**src/hw/rtl/qaf_div.sv**
```systemverilog
// Iterative restoring divider: 64-bit dividend by 32-bit divisor, 32 quotient
// bits, one per cycle. The quotient must fit in 32 bits. No dependencies.
`timescale 1ns / 1ps
`default_nettype none

module qaf_div (
    input  wire logic        i_clk,
    input  wire logic        i_rst_n,
    input  wire logic        i_start,
    input  wire logic [63:0] i_num,
    input  wire logic [31:0] i_den,
    output logic             o_done,
    output logic [31:0]      o_quo
);
    logic        r_busy;
    logic        r_done;
    logic [4:0]  r_cnt;
    logic [31:0] r_rem;
    logic [31:0] r_low;
    logic [31:0] r_den;
    logic [31:0] r_quo;
    logic [32:0] w_t;
    logic [32:0] w_diff;
    logic        w_ge;

    // Shift in the next dividend bit and subtract where it fits
    assign w_t    = {r_rem, r_low[31]};
    assign w_diff = w_t - {1'b0, r_den};
    assign w_ge   = (w_t >= {1'b0, r_den});

    always_ff @(posedge i_clk) begin
        if (!i_rst_n) begin
            r_busy <= 1'b0;
            r_done <= 1'b0;
            r_cnt  <= '0;
        end else begin
            r_done <= 1'b0;
            if (i_start) begin
                r_busy <= 1'b1;
                r_cnt  <= '0;
                r_rem  <= i_num[63:32];
                r_low  <= i_num[31:0];
                r_den  <= i_den;
                r_quo  <= '0;
            end else if (r_busy) begin
                r_rem <= w_ge ? w_diff[31:0] : w_t[31:0];
                r_low <= {r_low[30:0], 1'b0};
                r_quo <= {r_quo[30:0], w_ge};
                r_cnt <= r_cnt + 5'd1;
                if (r_cnt == 5'd31) begin
                    r_busy <= 1'b0;
                    r_done <= 1'b1;
                end
            end
        end
    end

    assign o_done = r_done;
    assign o_quo  = r_quo;

endmodule

`default_nettype wire

```
**config.mk**
```make
export PLATFORM = sky130hd
export DESIGN_NAME = qaf_div
export DESIGN_NICKNAME = d
export VERILOG_FILES = /design/src/hw/rtl/qaf_div.sv
export SDC_FILE = /design/constraint.sdc
export NUM_CORES = 1
export LEC_CHECK = 0
export BUFFER_PORTS_ARGS = -buffer_cell sky130_fd_sc_hd__buf_4
export CORE_MARGIN = 3
export CORE_UTILIZATION = 56
export DETAILED_ROUTE_END_ITERATION = 7
export PLACE_DENSITY = 0.8
export SLEW_MARGIN = 30
export SYNTH_ARGS = -nofsm -noshare
export SYNTH_HDL_FRONTEND = slang
export SYNTH_SLANG_ARGS = --single-unit
```
**constraint.sdc**
```tcl
create_clock -name i_clk -period 4.4 [get_ports i_clk]
set_input_delay 0.66 -clock i_clk [delete_from_list [all_inputs] [get_ports i_clk]]
set_output_delay 0.66 -clock i_clk [all_outputs]
set_load 0.02 [all_outputs]
```
==> flow_metrics.py <==
metrics = {
    "route": {
        "vias": 5392,
        "firstDrtPassIters": 5,
        "wire_per_inst_um": 17.0,
        "drc": 0,
        "via_per_inst": 5.66,
        "final_antenna_net_count": 0,
        "finalWirelength_mm": 16.2,
        "drt_iter0_drc": 483,
    },
    "synth": {
        "synth_edf_count": 128,
        "ys_async_sr_fraction": 0,
        "synthCells": 646,
        "synth.most_common_cell": "edfxtp_1",
        "ys_top_cells_by_count": "edfxtp_1 (128), nand2_1 (69), a21oi_1 (44), nor2_1 (39), inv_1 (38)",
        "synth.ff_latch_count": 135,
        "synthTopCellsByArea": "edfxtp_1 (53%), ha_1 (5.8%), mux2_2 (4.9%)",
        "syn_avg_cell_area_sq_um": 11.3,
        "yosysTopAreaCell": "edfxtp_1",
        "synth_flop_cell": "edfxtp_1",
        "ys_types": 58,
        "yosysSeqAreaShare": 0.545,
        "yosysWarnings": 0,
        "synthesis.nets": 780,
        "synth.cell_area_sq_um": 7310,
        "post-synth-top-area-fraction": 0.526,
    },
    "grt": {
        "antenna_found_initial": 0,
        "grt_pass1_wl_mm": 26.0,
        "grt_overflow": 0,
        "track_usage": 0.228,
        "grt_pass1_vias": 5369,
        "grt_max_degree": 93,
    },
    "clock_tree": {
        "cts_tree": "done",
        "cts_max_level": 4,
        "cts_buffers": 17,
        "post_cts_resized": 0,
        "cts-root-buf": "clkbuf_16",
        "clock_path_buffers": 2,
        "clkTransAtPathRegs_ps": 60,
        "clock_latency_ps": 430,
        "post_cts_buffers": 0,
        "cts-hold-fix-buffers": 0,
        "cts_sinks": 135,
    },
    "timing": {
        "tns_ps": 0,
        "slew_viol_final": 0,
        "min_period_ps": 3340,
        "timing.final.ws_setup_ps": 1060,
        "slew_headroom": 0.429,
        "clock_skew_ps": 7.54,
        "max_freq_mhz": 300,
        "finalCritPeriodShare": 0.758,
        "setup_violations": 0,
        "hold_viol": 0,
        "worst_pin_slew_ps": 835,
        "rsz0062_at_grt": "false",
    },
    "min_path": {
        "hp-class": "input port to flip-flop",
        "whs_path_depth": 1,
    },
    "final_layout": {
        "drive_above_1_share": 0.274,
        "area_growth_pct": 22.8,
        "nFillCells": 914,
        "final_nets": 901,
        "antenna_cells": 0,
    },
    "pwr": {
        "powerDensity_nw_per_um2": 424,
        "ir_worst_vdd_uv": 335,
        "cellLeakagePower_nw": 3.68,
    },
    "status": {
        "outcome": "finished, final reports clean",
    },
    "place": {
        "place_ws_ps": 1140,
        "place_congestion": 0.948,
        "place_hpwl_mm": 11.2,
        "io_buffer_count": 131,
    },
    "setup_path": {
        "end_kind": "flip-flop",
        "criticalPathCategory": "flip-flop to flip-flop",
        "critPathMaxFanout": 17,
        "cp-start-kind": "flip-flop",
        "arrival_ps": 3490,
        "reg2reg_depth": 11,
        "required_ps": 4550,
    },
    "die": {
        "dieArea_sq_um": 14500,
        "rows": 41,
        "die_w_um": 120,
        "die_y_um": 120,
        "start_util": 0.577,
        "io_pins": 132,
        "core_sq_um": 12700,
    },
    "job": {
        "maxCapViolCount": 0,
    },
}
[area by class of cell]
class	instances	area, sq um	area share
inverter	39	146	0.0163
clock inverter	15	168	0.0187
timing repair buffer	134	1020	0.114
sequential	135	3980	0.444
clock buffer	17	425	0.0474
tap	172	215	0.0240
multi-input combinational	440	3020	0.336
[worst max-delay path, stage by stage (launching register included)]
cell	delay (ps)
edfxtp_1	400
ha_1	410
a21o_1	220
a21o_1	170
a21oi_1	160
nand2b_1	120
a21oi_1	70
nor4_2	530
nand2_1	420
buf_4	330
mux2i_1	150
o21ai_0	80
[metrics by stage]
step / area (sq um) / cells / util / total power (W) / hold WS (ps)
floorplan: 7310 / 646 / - / 0.00217 / 467
global placement: 8390 / 920 / 0.662 / 0.00236 / 485
detailed placement: 8390 / 920 / 0.662 / 0.00238 / 513
CTS: 8980 / 952 / 0.709 / 0.00382 / 390
global route: 8980 / 952 / 0.709 / 0.00397 / 390
finish: 8980 / 952 / 0.709 / 0.00381 / 404
[where the power goes]
| group | internal [W] | switching, W |
|---|---|---|
| Sequential | 0.00153 | 0.0000400 |
| Combinational | 0.000355 | 0.000449 |
| Clock | 0.000847 | 0.000592 |
[state kept, by name, summed over array words and instances, names as in the netlist]
name and cells:
o_done 1, o_quo 32, r_busy 1, r_cnt 5
r_den 32, r_low 32, r_rem 32
[metal layers]
| layer | GRT usage | up-vias | share of wire |
|---|---|---|---|
| li1 | - | 2594 | - |
| met1 | 0.311 | 2555 | 0.45 |
| met2 | 0.358 | 210 | 0.47 |
| met3 | 0.0543 | 33 | 0.070 |
| met4 | 0.0864 | 0 | 0.018 |
| met5 | 0 | - | 0 |
[final timing paths]
kind                          from                    end  slack (ps)
max            r_rem[25]$_DFFE_PP_    r_rem[18]$_DFFE_PP_        1060
min                      i_den[11]    r_den[11]$_DFFE_PP_         400
max reg2reg    r_rem[25]$_DFFE_PP_    r_rem[18]$_DFFE_PP_        1060
min reg2reg  r_cnt[3]$_SDFFE_PP0P_  r_cnt[3]$_SDFFE_PP0P_         530
[logic make-up after synthesis]
| logic type | count (synthesis) | share of synthesized area |
|---|---|---|
| DFF | 135 | 0.545 |
| xor gates and xnor gates | 30 | 0.0359 |
| muxes | 39 | 0.0589 |
| and+or+nand+nor | 194 | 0.130 |
| buffers and inverters | 71 | 0.0431 |
| adders and majority gates | 35 | 0.0609 |
| AOI/OAI and AO/OA | 142 | 0.127 |
[cell usage in the layout (no fill, tap or decap), types with 2 or more instances in the layout]
cell / count
a2111oi_0: 2
a21boi_0: 2
a21o_1: 16
a21oi_1: 44
a21oi_2: 3
a2bb2oi_1: 9
a31o_2: 2
a31oi_1: 21
and2_1: 3
and3_1: 8
buf_4: 132
bufinv_16: 2
clkbuf_16: 17
clkinv_4: 3
clkinvlp_4: 2
dfxtp_1: 7
edfxtp_1: 128
ha_1: 34
inv_1: 38
inv_6: 4
inv_8: 2
mux2_2: 32
mux2i_1: 7
nand2_1: 69
nand2b_1: 2
nand3_1: 10
nand4_1: 6
nor2_1: 39
nor2b_1: 35
nor3_1: 8
nor4_1: 2
o21a_1: 4
o21ai_0: 17
o21ai_1: 6
o31ai_1: 3
or3_1: 3
xnor2_1: 23
xor2_1: 7
(Power assumes the default switching activity.)
