## config.mk

```make
export PLATFORM = sky130hd
export DESIGN_NAME = qaf_sqrt
export DESIGN_NICKNAME = d
export VERILOG_FILES = /design/src/hw/rtl/qaf_sqrt.sv
export SDC_FILE = /design/constraint.sdc
export NUM_CORES = 1
export LEC_CHECK = 0
export ABC_AREA = 1
export BUFFER_PORTS_ARGS = -buffer_cell sky130_fd_sc_hd__buf_2
export CAP_MARGIN = 20
export CORE_MARGIN = 4
export CORE_UTILIZATION = 40
export CTS_CLUSTER_SIZE = 14
export DETAILED_ROUTE_END_ITERATION = 8
export PLACE_DENSITY = 0.59
export SLEW_MARGIN = 40
export SYNTH_ARGS = -nofsm -noshare
export SYNTH_HDL_FRONTEND = slang
export SYNTH_SLANG_ARGS = --single-unit
```

## constraint.sdc

```tcl
create_clock -name i_clk -period 4.5 [get_ports i_clk]
set_clock_uncertainty 0.1 [all_clocks]
set_input_delay 0.225 -clock i_clk [delete_from_list [all_inputs] [get_ports i_clk]]
set_output_delay 0.225 -clock i_clk [all_outputs]
set_load 0.03 [all_outputs]
```

## src/hw/rtl/qaf_sqrt.sv

```systemverilog
// Iterative integer square root of a 64-bit value, one result bit per cycle.
// Depends on nothing but the clock and reset.
`timescale 1ns / 1ps
`default_nettype none

module qaf_sqrt (
    input  wire logic        i_clk,
    input  wire logic        i_rst_n,
    input  wire logic        i_start,
    input  wire logic [63:0] i_val,
    output logic             o_done,
    output logic [31:0]      o_root
);
    logic        r_busy;
    logic        r_done;
    logic [4:0]  r_cnt;
    logic [34:0] r_rem;
    logic [63:0] r_op;
    logic [31:0] r_root;
    logic [34:0] w_cand;
    logic [34:0] w_trial;
    logic        w_ge;

    // Bring down two bits and try the next root bit
    assign w_cand  = {r_rem[32:0], r_op[63:62]};
    assign w_trial = {1'b0, r_root, 2'b01};
    assign w_ge    = (w_cand >= w_trial);

    always_ff @(posedge i_clk) begin
        if (!i_rst_n) begin
            r_busy <= 1'b0;
            r_done <= 1'b0;
            r_cnt  <= '0;
        end else begin
            r_done <= 1'b0;
            if (i_start) begin
                r_busy <= 1'b1;
                r_cnt  <= '0;
                r_rem  <= '0;
                r_root <= '0;
                r_op   <= i_val;
            end else if (r_busy) begin
                r_rem  <= w_ge ? (w_cand - w_trial) : w_cand;
                r_root <= {r_root[30:0], w_ge};
                r_op   <= {r_op[61:0], 2'b00};
                r_cnt  <= r_cnt + 5'd1;
                if (r_cnt == 5'd31) begin
                    r_busy <= 1'b0;
                    r_done <= 1'b1;
                end
            end
        end
    end

    assign o_done = r_done;
    assign o_root = r_root;

endmodule

`default_nettype wire

```

==> summary.md <==
| Metric | Value |
|---|---|
| Largest net degree at the start of global routing | 56 |
| Vias | 7487 |
| Post-route cell area | 10700 um^2 |
| Seq cells post-synth | 136 |
| Initial Util | 41.1% |
| Required time of the worst setup path | about 4.6 ns |
| Post-synth EDFFs | 129 |
| CP max FO | 25 |
| Setup CP Type | reg2reg |
| Slew margin rel. | 49.5% |
| Slew @ Worst Pin | ~0.76 ns |
| Vias in the first global route | 7406 |
| Final GP Congestion | 0.916 |
| P_leak | 5.58 nW |
| Grt ovf | 0 |
| Comb power frac | roughly a quarter |
| TritonCTS Buffers | 17 |
| Post-CTS Setup Bufs | 0 |
| Internal | 2.57 mW |
| Synth async-reset ratio | 0% |
| Peak supply drop | 0.257 mV |
| Die W | approximately 160 um |
| # IOs | 100 |
| Area growth syn-to-layout | 22.2% |
| Unrepaired setup endpoints after global routing | false |
| Share of cells above drive strength 1 | 13.2% |
| Final wirelength | 21900 um |
| NumNets Final | 1453 |
| Cells after synthesis | 1191 |
| Placed Cells | about 1500 |
| DPL Wire Length | 15500 um |
| Final Power | 3.87 mW |
| GR Util met1 | 24.3% |
| Mapped Avg Cell Area | 7.34 um^2 |
| Status | complete, no violations |
| Rows | 53 |
| H-tree depth | 4 |
| Setup TNS | 0 ns |
| Clk slew on worst S/H paths | around 0.07 ns |
| DP Area | approximately 9500 um^2 |
| CTS max path bufs | 2 |
| Final hold vios | 0 |
| Dpl ws | between 1.5 and 2 ns |
| First-pass iteration count of the detailed router | 5 |
| TritonCTS clock tree | yes |
| Crit. End Element | register |
| Pwr/cell area | around 360 nW/um^2 |
| Top cell type's share of synthesized area | between 40% and 50% |
| Worst skew pair latency | between 0.4 and 0.5 ns |
| Final worst path period need | ~2.6 ns |
| Die Ht | 156 um |
| Part of the power in registers | 39.9% |
| Crit path launch type | register |
| Max-cap violations | 0 |
| First-pass GRT wire length | ~36000 um |
| Pins Over Slew Limit | 0 |
| Clock sink count | roughly 140 |
| Tot GR Track Use | 18.6% |
| Psw | 1.30 mW |
| Final hold slack | 0.0909 ns |
| Drt initial violations | 447 |
| Port Buf Inserts | 99 |
| Ant. Diodes | 0 |
| Clk pwr share | 36.0% |
| Crit path DAT | 2.72 ns |
| Post-synth net total | about 1300 |
| Final setup fails | 0 |
| F_max | roughly 380 MHz |
| Final WS setup | 1.86 ns |
| DRT antenna net count | 0 |
| M2 GR Usage | 31.2% |
| Wire per inst | ~13 um |
| Clock root buffer | clkbuf_16 |
| DR DRC count | 0 |
| M3 GR Usage | 3.58% |
| Initial antenna violation count | 0 |
| Register area share after synthesis | a little under half |
| Busiest grt layer | met2 |
| Vias/cell | 4.57 |
| Post-route insts no fill | between 1500 and 2000 |
| Core area | 21300 um^2 |
| Final core utilization | 50.2% |
| Net Sw Frac | 33.6% |
| Biggest area consumer among synthesized cells | edfxtp_1 |
| Final Cycle Share | 58.6% |
| Die area | between 20000 and 25000 um^2 |
| Mapped Area | 8740 um^2 |
| Ys flop type | edfxtp_1 |
| Unique masters post-synth | 37 |
| Synth top area cells | edfxtp_1 (44%), nand2_1 (22%), inv_1 (8.7%) |
| Min-delay worst type | in2reg |
| Synth warn | 0 |
[routing by layer]
metal | vias up | routed length [um] | part of all wire [%]
met5 | - | 0 | 0
met4 | 0 | 432 | 2.0
met3 | 29 | 973 | 4.5
met2 | 168 | 10100 | 46
met1 | 3330 | 10400 | 47
li1 | 3960 | - | -
[power groups by stage]
stage,clock network [mW],logic [mW],registers [mW]
finish,1.39,0.933,1.54
global route,1.49,1.07,1.55
CTS,1.43,0.939,1.55
detailed placement,0,0.894,1.57
global placement,0,0.891,1.57
floorplan,0,0.640,1.60
[layout make-up]
type / instances / area (um^2)
inverter: 210 / 791
timing repair buffer: 168 / 1180
sequential: 136 / 4010
clock inverter: 15 / 148
multi-input combinational: 817 / 3780
tap: 275 / 344
fill: 2114 / 10600
clock buffer: 17 / 425
[state kept, by name (all words and copies together), names as in the netlist]
register / cells
o_root: 32
r_busy: 1
r_rem: 33
r_op: 64
o_done: 1
r_cnt: 5
[cell usage in the layout, fill, tap and decap left out, drive strengths merged]
cell type | Yosys | routed
a31oi | 1 | 1
nand3 | 53 | 53
buf | 18 | 104
dfxtp | 7 | 7
o211a | 1 | 1
ha | 36 | 36
and2 | 4 | 4
or2 | 1 | 1
xor2 | 15 | 15
nand2 | 518 | 518
o21a | 2 | 2
inv | 208 | 221
dlygate4sd3 | 0 | 64
o21ai | 1 | 1
nor2 | 145 | 145
nor3 | 10 | 10
nand4 | 8 | 8
and3 | 3 | 3
clkbuf | 10 | 17
a21oi | 16 | 16
clkinv | 2 | 4
nand3b | 3 | 3
edfxtp | 129 | 129
[final timing paths]
path                                                 to               startpoint  slack [ns]  cells past startpoint
worst max-delay path            r_rem[24]$_SDFFCE_PP0P_  r_rem[24]$_SDFFCE_PP0P_        1.86                     11
worst min-delay path              r_cnt[1]$_SDFFE_PP0P_                  i_rst_n        0.09                      3
worst max register to register  r_rem[24]$_SDFFCE_PP0P_  r_rem[24]$_SDFFCE_PP0P_        1.86                     11
worst min register to register    r_cnt[4]$_SDFFE_PP0P_    r_cnt[4]$_SDFFE_PP0P_        0.37                      2
[cell usage after synthesis, types with 2 or more instances]
master	count
nand2_1	507
clkbuf_1	10
a21oi_1	14
inv_2	5
ha_1	36
inv_1	203
dfxtp_1	7
clkinv_1	2
and3_1	3
nand2_2	9
nand3_1	51
and2_1	4
nand3_2	2
nor2_1	125
o21a_1	2
nand4_1	8
nand3b_1	3
buf_6	4
edfxtp_1	129
buf_1	7
xor2_1	15
buf_2	5
nor3_1	9
nor2_2	18
[cell families after synthesis]
kind of cell             count (synthesis)  share of synthesized area, %
AO/OA/AOI/OAI                           21                          1.50
buffers and inverters                  238                          10.9
AND/OR/NAND/NOR                        745                          35.0
adder cells (fa/ha/maj)                 36                          5.15
flip-flops                             136                          45.9
XOR/XNOR                                15                          1.50
[what timing repair did]
| action | 4_1_cts | 5_1_grt |
|---|---|---|
| gates resized for setup | 0 | 0 |
| endpoints found under the hold margin | 64 | 0 |
| hold buffers | 64 | 0 |
[worst max-delay path, cell delays in order (launching register included)]
cell	delay [ns]
edfxtp_1	0.42
ha_1	0.38
a21oi_2	0.25
nand2_1	0.10
inv_1	0.06
nand2_1	0.07
nand2_1	0.09
nand3_2	0.12
nor2_8	0.39
nand2_8	0.21
nor2_2	0.14
nor2_2	0.05
Note: power is estimated with default switching activity, not from simulation.
