`src/hw/rtl/qaf_pkg.sv`:
```
// Shared types and constants of the quaternion attitude filter.
// No dependencies; the interfaces, qaf_mac, the filter and the test files import it.
`timescale 1ns / 1ps
`default_nettype none

package qaf_pkg;

    // Operand and accumulator widths of the shared multiply-accumulate unit
    localparam int unsigned OPND_W = 33;
    localparam int unsigned PROD_W = 2 * OPND_W;
    localparam int unsigned ACC_W  = PROD_W;

    // Configuration register indexes
    localparam logic [1:0] CFG_MODE = 2'd0;
    localparam logic [1:0] CFG_GAIN = 2'd1;
    localparam logic [1:0] CFG_RUN  = 2'd2;

    // Filter modes; any other code holds the attitude
    localparam logic [1:0] MODE_GYRO = 2'd0;
    localparam logic [1:0] MODE_CORR = 2'd1;

    // Reset value of the proportional gain (1.0 in Q8.8)
    localparam logic [15:0] GAIN_RESET = 16'd256;

    // Sample and attitude types
    typedef logic signed [15:0] t_sample;
    typedef logic signed [31:0] t_comp;

    // One micro-operation of the multiply-accumulate unit
    typedef struct packed {
        logic                     en;    // issue a product this cycle
        logic                     clr;   // start a new sum
        logic                     neg;   // subtract the product
        logic                     sh30;  // floor the product by 2^30 before adding
        logic signed [OPND_W-1:0] a;
        logic signed [OPND_W-1:0] b;
    } t_mac_op;

endpackage

`default_nettype wire

```
`src/hw/rtl/qaf_mac.sv`:
```
// Shared multiply-accumulate unit: registered 33x33 product, then accumulate.
// Depends on qaf_pkg for the micro-operation type and widths.
`timescale 1ns / 1ps
`default_nettype none

module qaf_mac (
    input  wire logic                            i_clk,
    input  wire logic                            i_rst_n,
    input  wire qaf_pkg::t_mac_op                i_op,
    output logic signed [qaf_pkg::ACC_W-1:0]     o_acc
);
    import qaf_pkg::*;

    logic signed [PROD_W-1:0] w_prod;
    logic signed [PROD_W-1:0] r_prod;
    logic                     r_en;
    logic                     r_clr;
    logic                     r_neg;
    logic                     r_sh30;
    logic signed [PROD_W-1:0] w_term;
    logic signed [ACC_W-1:0]  w_base;
    logic signed [ACC_W-1:0]  r_acc;

    assign w_prod = $signed(i_op.a) * $signed(i_op.b);

    // Floor by 2^30 where asked, then apply the sign of the term
    always_comb begin
        w_term = r_sh30 ? (r_prod >>> 30) : r_prod;
        if (r_neg) begin
            w_term = -w_term;
        end
        w_base = r_clr ? '0 : r_acc;
    end

    // Product stage, then accumulate stage
    always_ff @(posedge i_clk) begin
        if (!i_rst_n) begin
            r_en <= 1'b0;
        end else begin
            r_en <= i_op.en;
        end
        if (i_op.en) begin
            r_prod <= w_prod;
            r_clr  <= i_op.clr;
            r_neg  <= i_op.neg;
            r_sh30 <= i_op.sh30;
        end
        if (r_en) begin
            r_acc <= w_base + w_term;
        end
    end

    assign o_acc = r_acc;

endmodule

`default_nettype wire

```
`config.mk`:
```
export PLATFORM = sky130hd
export DESIGN_NAME = qaf_mac
export DESIGN_NICKNAME = d
export VERILOG_FILES = /design/src/hw/rtl/qaf_pkg.sv /design/src/hw/rtl/qaf_mac.sv
export SDC_FILE = /design/constraint.sdc
export NUM_CORES = 2
export LEC_CHECK = 0
export ABC_AREA = 1
export BUFFER_PORTS_ARGS = -buffer_cell sky130_fd_sc_hd__buf_2
export CELL_PAD_IN_SITES_DETAIL_PLACEMENT = 0
export CELL_PAD_IN_SITES_GLOBAL_PLACEMENT = 1
export CORE_ASPECT_RATIO = 0.8
export CORE_MARGIN = 1.5
export CORE_UTILIZATION = 50
export DETAILED_ROUTE_END_ITERATION = 12
export PLACE_DENSITY = 0.95
export SLEW_MARGIN = 20
export SYNTH_ARGS = -nofsm -noshare
export SYNTH_HDL_FRONTEND = slang
export SYNTH_SLANG_ARGS = --single-unit
```
`constraint.sdc`:
```
create_clock -name i_clk -period 11.18 [get_ports i_clk]
set_input_delay 1.677 -clock i_clk [delete_from_list [all_inputs] [get_ports i_clk]]
set_output_delay 1.677 -clock i_clk [all_outputs]
set_load 0.1 [all_outputs]
```
==> results.ini <==
[min_path]
hp-class = reg2reg
hold_path.startpoint = o_acc[0]

[cells_and_area]
syn_to_final_growth_pct = 3.70
nNetsFinal = 8618
drive_gt1_share_pct = 3.55

[synth]
yosysTopAreaCell = fa_1
syn_area_um2 = 53900
syn-instance-count = 7236
synth_cell_types = 41
synth_top_area_share_pct = 42.6
ys.flop_type = edfxtp_1
yosysWarnings = 0
ys_seq_area_share_pct = 7.56
syn_nets = 8737
postSynthAreaPerCell_um2 = 7.45
synth.most_common_cell = inv_1
async_flop_share_pct = 0
ys_ff_latch = 136
synth_area_leaders = fa_1 43%, inv_1 15%, nand2_1 13%
synth_common_cells = 2,124 x inv_1, 1,909 x nand2_1, 1,146 x fa_1
synth_edf_count = 135

[cts]
clock_path_buffers = 2
hold_buffers = 0
cts-resized-gates = 0
clock-sinks = 136
clk-insertion-delay-late_ns = 0.47
cts-root-buf = clkbuf_16
cts_tree = done
clkTransAtPathRegs_ns = 0.07
cts_inserted_buffers = 17
htreeDepth = 4
postCtsSetupBuffers = 0

[timing]
fin_skew_ns = 0.0154
tightestPinTransition_ns = 1.12
setup_viol = 0
fin_ws_ns = 1.92
final_hold_viol_count = 0
drv_slew = 0
rsz0062_at_grt = no
post-route-period-util_pct = 82.8
hold_ws_ns = 0.785
fmax_ghz = 0.108
relSlewSlack_pct = 25.4
fin_tns_setup_ns = 0
fin_crit_ns = 9.26

[routing]
final_antenna_net_count = 0
num_vias = 44783
wl_per_cell_um = 19.6
via_per_inst = 5.24
drt_iter0_markers = 4161
drt_wl_total_um = 167000
drc = 12
drtPass1Iterations = 10

[grt]
antenna_found_initial = 7
grt_usage_pct = 31.3
grt_max_degree = 80
grt_pass1_wl_um = 265000
gr-total-overflow = 0
first_global_vias = 46434

[run]
maxCapViolCount = 0

[floorplanning]
dieHeight_um = 297
dieArea_um2 = 110000
rows = 107
die_w_um = 370
coreArea_um2 = 107000
io_pins = 138
initial_utilization_pct = 50.5

[status]
outcome = finished with violations
failed_checks = DRC

[worst_setup_path]
cp_slowest_cell = fa_1
cpLargestDelayFamily = adder cells
crit_buf_inv = 8
r2r-end = o_acc[65]
crit_type = in2reg
max_stage_delay_ns = 0.65
setup.worst_path.start = i_op[9]
required_ns = 11.39
rr_startpoint = r_sh30
endpoint = r_prod[51]
critPathMaxFanout = 33
endpoint_kind = flip-flop
critPathArrivalTime_ns = 9.47
rr_worst_depth = 25
crit_path_start_kind = input pin
crit_cells = 25
cp_common_cell = fa_1
rrSetupSlack_ns = 5.44

[placed_design]
gp_congestion = 1.04
io_buffers = 137
dp_hpwl_um = 142000
preCtsSetupSlack_ns = 1.43

## worst min path at each step
| stage | end | cells after the start |
|---|---|---|
| final | o_acc[0] | 3 |
| after global routing | o_acc[0] | 3 |
| after global placement | o_acc[0] | 3 |
| after detailed placement | o_acc[0] | 3 |
| after CTS | o_acc[0] | 3 |
| after floorplan | o_acc[0] | 5 |
## state kept, by name, indices dropped and copies added (netlist names)
name,count
o_acc,66
r_clr,1
r_en,1
r_neg,1
r_prod,66
r_sh30,1
## through the flow
step	std cells	area, um^2	utilization, %
2_1_floorplan	7236	53900	-
3_3_place_gp	8515	55300	51.9
3_5_place_dp	8515	55300	51.9
4_1_cts	8547	55900	52.4
5_1_grt	8547	55900	52.4
6_report	8550	55900	52.4
## metal layers
| layer | up-vias | routed length (um) | track usage [%] |
|---|---|---|---|
| li1 | 20312 | - | - |
| met1 | 22130 | 75400 | 47.8 |
| met2 | 2115 | 70500 | 46.1 |
| met3 | 222 | 18300 | 6.74 |
| met4 | 4 | 2860 | 5.61 |
| met5 | - | 32 | 0 |
## cell families (layout without fill, tap and decap cells)
| logic type | count (synthesis) | in the layout | synth area share (%) |
|---|---|---|---|
| buffers and inverters | 2427 | 2321 | 17.1 |
| DFF | 136 | 136 | 7.56 |
| AOI/OAI and AO/OA | 415 | 415 | 4.23 |
| and+or+nand+nor | 2690 | 2690 | 19.8 |
| adders and majority gates | 1429 | 1429 | 49.1 |
| other | 0 | 3 | 0 |
| xor gates and xnor gates | 139 | 139 | 2.26 |
## area by class of cell
| cell class | count | area, um^2 |
|---|---|---|
| repair buffers | 159 | 853 |
| multi-input cells | 4673 | 40600 |
| fillers | 10285 | 50800 |
| inverters | 2130 | 8000 |
| flip-flops and latches | 136 | 4080 |
| clock buffers | 17 | 425 |
| clock inverters | 15 | 133 |
| well taps | 1417 | 1770 |
| diodes | 3 | 7.51 |
## worst register-to-register path, delay by kind of cell (launching register included)
kind | cells | cell delay, ns
AOI/OAI and AO/OA | 1 | 0.34
adders and majority gates | 1 | 0.31
buffers and inverters | 5 | 1.28
DFF | 1 | 0.33
and+or+nand+nor | 18 | 3.24
## layout by cell type, fill, tap and decap left out, drive strengths merged, types with 24 or more instances in the layout
| master | Yosys | layout |
|---|---|---|
| xor2 | 124 | 124 |
| fa | 1146 | 1146 |
| nand2 | 1920 | 1920 |
| ha | 283 | 283 |
| nand3 | 169 | 169 |
| nand4 | 24 | 24 |
| a21oi | 190 | 190 |
| nor2 | 498 | 498 |
| buf | 20 | 159 |
| o21ai | 154 | 154 |
| edfxtp | 135 | 135 |
| inv | 2130 | 2138 |
| o21bai | 29 | 29 |
Power is not shown: default switching activity piles up to over one toggle a cycle in this logic, so the estimate is an artifact.
